**src/design/icu_pkg.sv**
```systemverilog
// Shared types and codes for the integer calculator unit.
// Used by icu_div and integer_calculator_unit; depends on nothing else.
package icu_pkg;

  localparam int FRAC_BITS = 16;
  localparam int FACT_MAX  = 20;
  localparam int DIV_STEPS = 32 + FRAC_BITS;

  typedef enum logic [3:0] {
    F_ADD      = 4'd0,
    F_SUB      = 4'd1,
    F_MUL      = 4'd2,
    F_DIV      = 4'd3,
    F_POW      = 4'd4,
    F_FACT     = 4'd5,
    F_PRIME    = 4'd6,
    F_GCD      = 4'd7,
    F_M_PLUS   = 4'd8,
    F_M_MINUS  = 4'd9,
    F_M_RECALL = 4'd10,
    F_M_CLEAR  = 4'd11
  } func_t;

  typedef enum logic [3:0] {
    ST_OK        = 4'd0,
    ST_NEGATIVE  = 4'd1,
    ST_OVERFLOW  = 4'd2,
    ST_DIV_ZERO  = 4'd3,
    ST_UNDEFINED = 4'd4,
    ST_RANGE     = 4'd5,
    ST_GCD_ZERO  = 4'd6,
    ST_NO_LAST   = 4'd7,
    ST_BAD_FUNC  = 4'd8
  } status_t;

  typedef enum logic [3:0] {
    S_IDLE,
    S_START,
    S_MULCHK,
    S_POW,
    S_POWCHK,
    S_FACT,
    S_FACTCHK,
    S_PRIME,
    S_PRIMECHK,
    S_PRIMEDIV,
    S_GCD,
    S_GCDDIV,
    S_DIVW,
    S_OUT
  } state_t;

  // request to the shared divider
  typedef struct packed {
    logic        start;
    logic        full;      // run all fraction steps, else stop at the integer point
    logic [31:0] dividend;  // magnitude
    logic [31:0] divisor;   // magnitude, nonzero
  } div_req_t;

  // response from the shared divider
  typedef struct packed {
    logic        busy;
    logic        done;
    logic [47:0] quotient;  // of dividend * 2^16
    logic [31:0] rem_int;   // dividend mod divisor
  } div_rsp_t;

endpackage

```
**src/design/icu_div.sv**
```systemverilog
// Shared restoring divider, one quotient bit per cycle.
// Depends on icu_pkg for the request and response structs.
module icu_div (
  input  logic              clk,
  input  logic              rst,
  input  icu_pkg::div_req_t req,
  output icu_pkg::div_rsp_t rsp
);
  import icu_pkg::*;

  localparam int CW = $clog2(DIV_STEPS);

  logic [31:0] rem;
  logic [47:0] dvd;
  logic [47:0] quot;
  logic [31:0] dsr;
  logic [31:0] rem_int;
  logic [CW-1:0] cnt;
  logic        full;
  logic        busy;
  logic        done;

  logic [32:0] trial;
  logic [32:0] diff;
  logic        take;
  logic [31:0] rem_step;
  logic        last;

  // one restoring step
  always_comb begin
    trial    = {rem, dvd[47]};
    diff     = trial - {1'b0, dsr};
    take     = (trial >= {1'b0, dsr});
    rem_step = take ? diff[31:0] : trial[31:0];
    last     = full ? (cnt == CW'(DIV_STEPS - 1)) : (cnt == CW'(31));
  end

  // control: load on start, count steps, pulse done
  always_ff @(posedge clk) begin
    if (rst) begin
      busy <= 1'b0;
      done <= 1'b0;
      cnt  <= '0;
    end else begin
      done <= 1'b0;
      if (req.start && !busy) begin
        busy <= 1'b1;
        cnt  <= '0;
      end else if (busy) begin
        cnt <= cnt + CW'(1);
        if (last) begin
          busy <= 1'b0;
          done <= 1'b1;
        end
      end
    end
  end

  // datapath: shift dividend, build quotient, catch integer remainder
  always_ff @(posedge clk) begin
    if (req.start && !busy) begin
      rem  <= '0;
      dvd  <= {req.dividend, 16'd0};
      quot <= '0;
      dsr  <= req.divisor;
      full <= req.full;
    end else if (busy) begin
      rem  <= rem_step;
      dvd  <= {dvd[46:0], 1'b0};
      quot <= {quot[46:0], take};
      if (cnt == CW'(31)) begin
        rem_int <= rem_step;
      end
    end
  end

  assign rsp.busy     = busy;
  assign rsp.done     = done;
  assign rsp.quotient = quot;
  assign rsp.rem_int  = rem_int;

endmodule

```
**src/design/integer_calculator_unit.sv**
```systemverilog
// Integer calculator unit: top level with sequencer, shared multiplier and memory.
// Depends on icu_pkg and instantiates icu_div.
//
// One request at a time: the unit takes a request only when its sequencer is
// idle, while a finished result may still wait in the output register. Division
// runs the 48-step shared divider; pow and fact take one multiply step per
// factor; gcd one remainder step on the divider per round; the prime test one
// squared compare on the multiplier plus a 32-step remainder on the divider
// per trial divisor. Every multiply goes through one registered 32 by 32
// multiplier, every divide and modulo through icu_div.
module integer_calculator_unit #(
  parameter int WORD_BITS = 32
) (
  input  logic        clk,
  input  logic        rst,
  input  logic        in_valid,
  output logic        in_stall,
  input  logic [3:0]  func,
  input  logic signed [31:0] operand_a,
  input  logic signed [31:0] operand_b,
  output logic        out_valid,
  input  logic        out_stall,
  output logic [3:0]  status,
  output logic signed [63:0] value,
  output logic signed [31:0] remainder,
  output logic        is_prime,
  output logic [15:0] first_divisor,
  output logic signed [63:0] memory_value
);
  import icu_pkg::*;

  localparam int SH = 32 - WORD_BITS;
  localparam logic [63:0] LIMIT = (64'd1 << (WORD_BITS - 1)) - 64'd1;

  state_t state, state_next;

  // request registers
  logic [3:0]         func_r;
  logic signed [31:0] a_r;
  logic signed [31:0] b_r;
  logic [31:0]        a_mag;
  logic [31:0]        b_mag;

  // working registers
  logic [63:0] acc;
  logic [31:0] cnt;
  logic [31:0] gx;
  logic [31:0] gy;
  logic [63:0] prod;

  // kept state
  logic signed [63:0] last_result;
  logic               have_last;
  logic signed [63:0] memory_acc;

  // pending result
  logic [3:0]         res_status;
  logic signed [63:0] res_value;
  logic signed [31:0] res_rem;
  logic               res_prime;
  logic [15:0]        res_div;
  logic signed [63:0] res_mem;

  logic        in_acc;
  logic        out_free;
  logic [31:0] mul_x;
  logic [31:0] mul_y;
  div_req_t    div_req;
  div_rsp_t    div_rsp;

  logic signed [31:0] a_sh;
  logic signed [31:0] b_sh;
  logic signed [63:0] a64;
  logic signed [63:0] b64;
  logic signed [63:0] m_add;
  logic signed [63:0] m_sub;
  logic signed [63:0] q_signed;

  function automatic logic signed [63:0] sat_sum(input logic signed [64:0] s);
    logic signed [63:0] r;
    if (s[64] != s[63]) begin
      r = s[64] ? {1'b1, 63'd0} : {1'b0, {63{1'b1}}};
    end else begin
      r = s[63:0];
    end
    return r;
  endfunction

  icu_div u_div (
    .clk (clk),
    .rst (rst),
    .req (div_req),
    .rsp (div_rsp)
  );

  // sign-extend the low WORD_BITS of each operand; form magnitudes, memory sums and the signed quotient
  always_comb begin
    a_sh  = operand_a <<< SH;
    b_sh  = operand_b <<< SH;
    a64   = 64'(a_r);
    b64   = 64'(b_r);
    a_mag = a_r[31] ? 32'(-a_r) : 32'(a_r);
    b_mag = b_r[31] ? 32'(-b_r) : 32'(b_r);
    m_add = sat_sum(65'(memory_acc) + 65'(last_result));
    m_sub = sat_sum(65'(memory_acc) - 65'(last_result));
    q_signed = (a_r[31] ^ b_r[31]) ? -64'(div_rsp.quotient) : 64'(div_rsp.quotient);
  end

  assign in_acc   = in_valid && !in_stall;
  assign out_free = !out_valid || !out_stall;

  // next state
  always_comb begin
    state_next = state;
    case (state)
      S_IDLE: if (in_acc) state_next = S_START;
      S_START: begin
        case (func_r)
          F_MUL:   state_next = (a_r < 0 || b_r < 0) ? S_OUT : S_MULCHK;
          F_DIV:   state_next = (b_r == 0) ? S_OUT : S_DIVW;
          F_POW:   state_next = (a_r <= 1 || b_r < 0) ? S_OUT : S_POW;
          F_FACT:  state_next = (a_r < 0 || a_r > FACT_MAX) ? S_OUT : S_FACT;
          F_PRIME: state_next = (a_r > 1) ? S_PRIME : S_OUT;
          F_GCD:   state_next = (a_r == 0 && b_r == 0) ? S_OUT : S_GCD;
          default: state_next = S_OUT;
        endcase
      end
      S_MULCHK:   state_next = S_OUT;
      S_POW:      state_next = (cnt == 32'(b_r)) ? S_OUT : S_POWCHK;
      S_POWCHK:   state_next = (prod > LIMIT) ? S_OUT : S_POW;
      S_FACT:     state_next = (cnt > 32'(a_r)) ? S_OUT : S_FACTCHK;
      S_FACTCHK:  state_next = (prod > LIMIT) ? S_OUT : S_FACT;
      S_PRIME:    state_next = S_PRIMECHK;
      S_PRIMECHK: state_next = (prod > 64'(a_mag)) ? S_OUT : S_PRIMEDIV;
      S_PRIMEDIV: begin
        if (div_rsp.done) state_next = (div_rsp.rem_int == 0) ? S_OUT : S_PRIME;
      end
      S_GCD:      state_next = (gy == 0) ? S_OUT : S_GCDDIV;
      S_GCDDIV:   if (div_rsp.done) state_next = S_GCD;
      S_DIVW:     if (div_rsp.done) state_next = S_OUT;
      S_OUT:      if (out_free) state_next = S_IDLE;
      default:    state_next = S_IDLE;
    endcase
  end

  // sequencer outputs: handshake, multiplier operands, divider requests
  always_comb begin
    in_stall = rst || (state != S_IDLE);
    mul_x    = 32'(a_r);
    mul_y    = 32'(b_r);
    div_req  = '0;
    case (state)
      S_POW: begin
        mul_x = acc[31:0];
        mul_y = a_mag;
      end
      S_FACT: begin
        mul_x = acc[31:0];
        mul_y = cnt;
      end
      S_PRIME: begin
        mul_x = cnt;
        mul_y = cnt;
      end
      S_START: begin
        if (func_r == F_DIV && b_r != 0) begin
          div_req.start    = 1'b1;
          div_req.full     = 1'b1;
          div_req.dividend = a_mag;
          div_req.divisor  = b_mag;
        end
      end
      S_PRIMECHK: begin
        if (prod <= 64'(a_mag)) begin
          div_req.start    = 1'b1;
          div_req.dividend = a_mag;
          div_req.divisor  = cnt;
        end
      end
      S_GCD: begin
        if (gy != 0) begin
          div_req.start    = 1'b1;
          div_req.dividend = gx;
          div_req.divisor  = gy;
        end
      end
      default: ;
    endcase
  end

  // state register and output handshake
  always_ff @(posedge clk) begin
    if (rst) begin
      state     <= S_IDLE;
      out_valid <= 1'b0;
    end else begin
      state <= state_next;
      if (state == S_OUT && out_free) begin
        out_valid <= 1'b1;
      end else if (!out_stall) begin
        out_valid <= 1'b0;
      end
    end
  end

  // kept state
  always_ff @(posedge clk) begin
    if (rst) begin
      last_result <= '0;
      have_last   <= 1'b0;
      memory_acc  <= '0;
    end else begin
      if (state == S_START) begin
        case (func_r)
          F_M_PLUS:  if (have_last) memory_acc <= m_add;
          F_M_MINUS: if (have_last) memory_acc <= m_sub;
          F_M_CLEAR: memory_acc <= '0;
          default: ;
        endcase
      end
      // store successful arithmetic as it is produced
      if (state == S_OUT && out_free && res_status == ST_OK &&
          func_r != F_PRIME && func_r < F_M_PLUS) begin
        last_result <= res_value;
        have_last   <= 1'b1;
      end
    end
  end

  // multiplier: one registered product per cycle
  always_ff @(posedge clk) begin
    prod <= 64'(mul_x) * 64'(mul_y);
  end

  // datapath and pending result
  always_ff @(posedge clk) begin
    case (state)
      S_IDLE: begin
        if (in_acc) begin
          func_r <= func;
          a_r    <= a_sh >>> SH;
          b_r    <= b_sh >>> SH;
        end
      end
      S_START: begin
        res_status <= ST_OK;
        res_value  <= '0;
        res_rem    <= '0;
        res_prime  <= 1'b0;
        res_div    <= '0;
        res_mem    <= memory_acc;
        acc        <= 64'd1;
        cnt        <= 32'd1;
        gx         <= a_mag;
        gy         <= b_mag;
        case (func_r)
          F_ADD: res_value <= (a64 + b64) <<< FRAC_BITS;
          F_SUB: res_value <= (a64 - b64) <<< FRAC_BITS;
          F_MUL: if (a_r < 0 || b_r < 0) res_status <= ST_NEGATIVE;
          F_DIV: if (b_r == 0) res_status <= ST_DIV_ZERO;
          F_POW: begin
            cnt <= '0;
            if (a_r == 0 && b_r == 0) res_status <= ST_UNDEFINED;
            else if (a_r == 0) res_value <= '0;
            else if (a_r < 0 || b_r < 0) res_status <= ST_NEGATIVE;
            else if (a_r == 1) res_value <= 64'sd1 <<< FRAC_BITS;
          end
          F_FACT: if (a_r < 0 || a_r > FACT_MAX) res_status <= ST_RANGE;
          F_PRIME: cnt <= 32'd2;
          F_GCD: if (a_r == 0 && b_r == 0) res_status <= ST_GCD_ZERO;
          F_M_PLUS: begin
            if (!have_last) res_status <= ST_NO_LAST;
            else begin
              res_value <= m_add;
              res_mem   <= m_add;
            end
          end
          F_M_MINUS: begin
            if (!have_last) res_status <= ST_NO_LAST;
            else begin
              res_value <= m_sub;
              res_mem   <= m_sub;
            end
          end
          F_M_RECALL: res_value <= memory_acc;
          F_M_CLEAR:  res_mem   <= '0;
          default:    res_status <= ST_BAD_FUNC;
        endcase
      end
      S_MULCHK: begin
        if (prod > LIMIT) res_status <= ST_OVERFLOW;
        else res_value <= signed'(prod) <<< FRAC_BITS;
      end
      S_POW: if (cnt == 32'(b_r)) res_value <= signed'(acc) <<< FRAC_BITS;
      S_POWCHK: begin
        if (prod > LIMIT) res_status <= ST_OVERFLOW;
        else begin
          acc <= prod;
          cnt <= cnt + 32'd1;
        end
      end
      S_FACT: if (cnt > 32'(a_r)) res_value <= signed'(acc) <<< FRAC_BITS;
      S_FACTCHK: begin
        if (prod > LIMIT) res_status <= ST_OVERFLOW;
        else begin
          acc <= prod;
          cnt <= cnt + 32'd1;
        end
      end
      S_PRIMECHK: if (prod > 64'(a_mag)) res_prime <= 1'b1;
      S_PRIMEDIV: begin
        if (div_rsp.done) begin
          if (div_rsp.rem_int == 0) res_div <= cnt[15:0];
          else cnt <= cnt + 32'd1;
        end
      end
      S_GCD: if (gy == 0) res_value <= 64'(gx) <<< FRAC_BITS;
      S_GCDDIV: begin
        if (div_rsp.done) begin
          gx <= gy;
          gy <= div_rsp.rem_int;
        end
      end
      S_DIVW: begin
        if (div_rsp.done) begin
          res_value <= q_signed;
          res_rem   <= a_r[31] ? -signed'(div_rsp.rem_int) : signed'(div_rsp.rem_int);
        end
      end
      default: ;
    endcase
  end

  // output register
  always_ff @(posedge clk) begin
    if (state == S_OUT && out_free) begin
      status        <= res_status;
      value         <= res_value;
      remainder     <= res_rem;
      is_prime      <= res_prime;
      first_divisor <= res_div;
      memory_value  <= res_mem;
    end
  end

  // checks
  a_div_idle: assert property (@(posedge clk) disable iff (rst)
    div_req.start |-> !div_rsp.busy)
    else $error("divider started while busy");

  a_err_zero: assert property (@(posedge clk) disable iff (rst)
    out_valid && status != ST_OK |-> value == 0 && remainder == 0)
    else $error("error result carries a value");

  a_prime_div: assert property (@(posedge clk) disable iff (rst)
    out_valid && is_prime |-> first_divisor == 0 && status == ST_OK)
    else $error("prime result with a divisor");

  a_wait_div: assert property (@(posedge clk) disable iff (rst)
    (state == S_DIVW || state == S_GCDDIV || state == S_PRIMEDIV) && !div_rsp.done
      |-> div_rsp.busy)
    else $error("waiting on an idle divider");

endmodule
```
**config.mk**
```make
export PLATFORM = sky130hd
export DESIGN_NAME = integer_calculator_unit
export DESIGN_NICKNAME = d
export VERILOG_FILES = /design/src/design/icu_pkg.sv /design/src/design/icu_div.sv /design/src/design/integer_calculator_unit.sv
export SDC_FILE = /design/constraint.sdc
export NUM_CORES = 2
export LEC_CHECK = 0
export ABC_AREA = 1
export ABC_CLOCK_PERIOD_IN_PS = 17600
export BUFFER_PORTS_ARGS = -buffer_cell sky130_fd_sc_hd__clkbuf_2
export CAP_MARGIN = 20
export CORE_ASPECT_RATIO = 2
export CORE_MARGIN = 4
export CORE_UTILIZATION = 55
export CTS_CLUSTER_DIAMETER = 60
export DETAILED_ROUTE_END_ITERATION = 8
export PLACE_DENSITY = 0.83
export SLEW_MARGIN = 20
export SYNTH_ARGS = -nofsm -noshare
export SYNTH_HDL_FRONTEND = slang
export SYNTH_SLANG_ARGS = --single-unit
```
**constraint.sdc**
```tcl
create_clock -name clk -period 17.6 [get_ports clk]
set_input_delay 3.52 -clock clk [delete_from_list [all_inputs] [get_ports clk]]
set_output_delay 3.52 -clock clk [all_outputs]
set_load 0.1 [all_outputs]
```
==> qor.txt, run 1 <==
Status: did not finish
Synth area leader: edfxtp_1
FFs w/ async S/R, synth: 0%
First-pass GRT wire length: 1026 mm
Seq/Total Area, Yosys: 27.65%
Mapped Cells: 12100
Average instance area after synthesis: 7.734 µm²
HPWL Detailed: 431.4 mm
Hold Buf Count CTS: 0
Post-CTS resize count: 0
Log Error: [ERROR GRT-0116] Global routing finished with congestion. Check the congestion regions in the DRC Viewer.
Clock Root Buffer: clkbuf_16
Post-place setup slack: 6.050 ns
Post-synth EDFFs: 671
Top FF cell, synth: edfxtp_1
Synth Net Count: 13633
IO Count: 255
Die H: 591.4 µm
Synth cell types: 62
Warnings, synthesis: 0
Total grt overflow: 4749
Post-Syn Area: 93580 µm²
Stage reached: global routing (5_1_grt)
Rows: 213
Post-CTS Setup Inserts: 0
Clk sink count: 957
Port bufs: 254
Largest cells by area after synthesis: edfxtp_1, fa_1, nand2_1, inv_1, ha_1
Die W: 299.7 µm
Placer Congestion: 1.235
Seq cells post-synth: 957
GRT Total Usage: 77.76%
TritonCTS Buffers: 97
Clock tree buffer depth: 3
Total placed instance area: 97530 µm²
Max H-tree Level: 3
Number of global-route vias before repair: 117378
Initial Utilization: 55.47%
Largest net degree at the start of global routing: 129
Yosys top cell area share: 21.53%
cell usage after synthesis (25+ instances only):
library cell	n
a211oi_1	26
buf_4	25
o211ai_1	51
dfxtp_1	286
o21ai_1	41
buf_1	29
nor2_1	1298
a21o_1	30
o21bai_1	55
a21oi_1	717
xnor2_1	49
inv_1	2193
a22oi_1	28
edfxtp_1	671
o22ai_1	53
nand4_1	91
nand3_1	398
ha_1	560
buf_2	113
inv_2	53
nor4_1	56
xor2_1	221
nor3_1	142
fa_1	901
nand2_1	2773
or2_2	44
a31oi_1	42
clkbuf_1	286
o21ai_0	650
o21a_1	26
through the flow:
step                util, %  cells
floorplan                 -  12100
detailed placement    57.81  14355
CTS                   59.93  14539
global placement      57.80  14355
cells by family after synthesis:
family / Yosys count / share of synthesized area (%)
compound gates: 1807 / 10.72
flops: 957 / 27.65
fa+ha+maj: 1461 / 26.76
xor+xnor: 270 / 2.527
buf+inv: 2721 / 11.22
simple gates: 4884 / 21.13
per-layer routing:
metal  track usage (%)  GRT overflow
met4             85.97          1352
met2             102.5          3291
met1             71.96            38
met5             19.21             9
met3             56.20            59
==> inputs of run 2 (changes only) <==
--- a/config.mk
+++ b/config.mk
@@ -9,12 +9,10 @@
 export ABC_CLOCK_PERIOD_IN_PS = 17600
 export BUFFER_PORTS_ARGS = -buffer_cell sky130_fd_sc_hd__clkbuf_2
 export CAP_MARGIN = 20
-export CORE_ASPECT_RATIO = 2
 export CORE_MARGIN = 4
-export CORE_UTILIZATION = 55
-export CTS_CLUSTER_DIAMETER = 60
+export CORE_UTILIZATION = 40
 export DETAILED_ROUTE_END_ITERATION = 8
-export PLACE_DENSITY = 0.83
+export PLACE_DENSITY_LB_ADDON = 0.15
 export SLEW_MARGIN = 20
 export SYNTH_ARGS = -nofsm -noshare
 export SYNTH_HDL_FRONTEND = slang
==> run 2 against run 1 <==
Area after synthesis did not move; synthesized cell count stayed put; the flow now finishes without violations.
==> qor.txt, run 2 <==
Remaining DRCs: 0
Critical path type: flop to flop
Vias: 86560
Tmin final: 12.54 ns
Setup TNS: 0 ns
CTS tree: yes
Port bufs: 254
Largest cells by area after synthesis: edfxtp_1, fa_1, nand2_1, inv_1, ha_1
Status: complete, no violations
Clock latency at the later pin of the worst-skew pair: 0.85 ns
Router iterations before antenna repair: 8
Max-cap violations: 0
Highest Signal Layer: met5
Worst-path clk slew: 0.06 ns
Reg area: 25880 µm²
Top cells by instance count after synthesis: nand2_1, inv_1, nor2_1, fa_1, a21oi_1
Hold Buf Count CTS: 0
Die H: 491.7 µm
Pins Over Slew Limit: 0
Clk_skew: 0.09182 ns
Setup-failing EPs final: 0
Area Growth Syn to Fin: 9.779%
Nets: 13744
Hold WC Path Type: flop to flop
Most common cell after layout, fill and taps aside: nand2_1
Met2 wire length: 196.8 mm
Slowest cell on the critical path: xor2_1
Critical Path Fanout Max: 17
Multi-input logic area: 57520 µm²
Clk sink count: 957
Met3 wire len: 39.63 mm
Die area: 241800 µm²
Seq cells post-synth: 957
WL final: 454.4 mm
Post-synth EDFFs: 671
Crit-path most repeated cell: inv_1
Die W: 491.7 µm
Warnings, synthesis: 0
Most common cell in the netlist: nand2_1
RSZ-0062 raised after global routing: false
IO Count: 255
Worst Tran Pin Value: 1.245 ns
Share of cells above drive strength 1: 7.164%
Filler cells: 23837
FFs w/ async S/R, synth: 0%
Clock tree buffer depth: 3
Post-CTS resize count: 0
Rows: 177
Synth Net Count: 13633
CP Capture Type: flop
Most frequent cells in the layout: nand2_1, inv_1, nor2_1
Synth area leader: edfxtp_1
Average instance area after synthesis: 7.734 µm²
TritonCTS Buffers: 114
Initial antenna violation count: 43
Routed length per instance: 29.39 µm
Synth cell types: 62
Crit path arrival time: 13.22 ns
First-pass GRT wire length: 634.0 mm
Top FF cell, synth: edfxtp_1
Max H-tree Level: 3
Fin. Hold Viols: 0
Worst R2R Setup Slack: 5.06 ns
Post-Syn Area: 93580 µm²
Antenna violation net count after detailed routing: 0
Clock Root Buffer: clkbuf_16
Mapped Cells: 12100
Placer Congestion: 1.056
Seq/Total Area, Yosys: 27.65%
Largest net degree at the start of global routing: 128
DRT met1 WL: 187.4 mm
Yosys top cell area share: 21.53%
Final period util: 71.23%
Drt via density: 5.599
GRT Total Usage: 36.64%
CP Launch Type: flop
Fmax: 0.07976 GHz
Total grt overflow: 0
Worst path max stage delay: 0.99 ns
Number of global-route vias before repair: 84946
CP Data Required Time: 18.29 ns
Initial Utilization: 40.21%
Starting DRT DRC Count: 9653
HPWL Detailed: 366.9 mm
Rel. slew slack: 16.72%
Post-CTS Setup Inserts: 0
Core box area: 232800 µm²
==> run 2: through the flow <==
step	area (µm²)	hold WS, ns	utilization (%)	cells	setup WS (ns)
CTS	102700	0.3373	44.11	15443	5.483
global route	102700	0.3384	44.13	15450	4.811
floorplan	93580	0.4003	-	12100	3.958
global placement	98550	0.4015	42.34	15224	5.105
detailed placement	98600	0.4045	42.36	15226	5.561
finish	102700	0.3408	44.14	15460	5.063
==> run 2: metal layers <==
metal	up-vias	track usage (%)
met4	14	20.08
met5	-	0
met3	963	7.197
li1	38259	-
met1	42814	49.06
met2	4510	55.76
==> run 2: worst paths after layout <==
| kind | start | to | cells after the start |
|---|---|---|---|
| hold / removal | res_mem[37] | memory_value[37] | 0 |
| hold reg to reg | res_mem[37] | memory_value[37] | 0 |
| setup / recovery | a_r[0] | prod[56] | 39 |
| setup reg to reg | a_r[0] | prod[56] | 39 |
==> run 2: cell type report <==
type                            instances  share of cell area [%]
Antenna cell                           16                 0.03897
Clock buffer                          135                   2.883
Clock inverter                         82                   1.066
Inverter                             2261                   8.262
Multi-Input combinational cell       8422                   55.99
Sequential cell                       957                   25.19
Tap cell                             3132                   3.814
Timing Repair Buffer                  455                   2.757
==> run 2: logic make-up (layout without fill, tap and decap cells) <==
| group | count (synthesis) | count (layout) | share of synthesized area, % |
|---|---|---|---|
| adder cells (fa/ha/maj) | 1461 | 1461 | 26.76 |
| AND/OR/NAND/NOR | 4884 | 4884 | 21.13 |
| other | 0 | 16 | 0 |
| buffers and inverters | 2721 | 2933 | 11.22 |
| flip-flops | 957 | 957 | 27.65 |
| AO/OA/AOI/OAI | 1807 | 1807 | 10.72 |
| XOR/XNOR | 270 | 270 | 2.527 |
==> run 2: critical path: cells and delay by family, from the launching register on <==
kind	cells	cell delay, ns
adders and majority gates	10	4.89
and+or+nand+nor	12	2.36
buffers and inverters	10	1.97
AOI/OAI and AO/OA	5	1.31
xor gates and xnor gates	2	1.18
DFF	1	0.61
Power of run 2 is not shown: default switching activity piles up to over one toggle a cycle in this logic, so the estimate is an artifact.
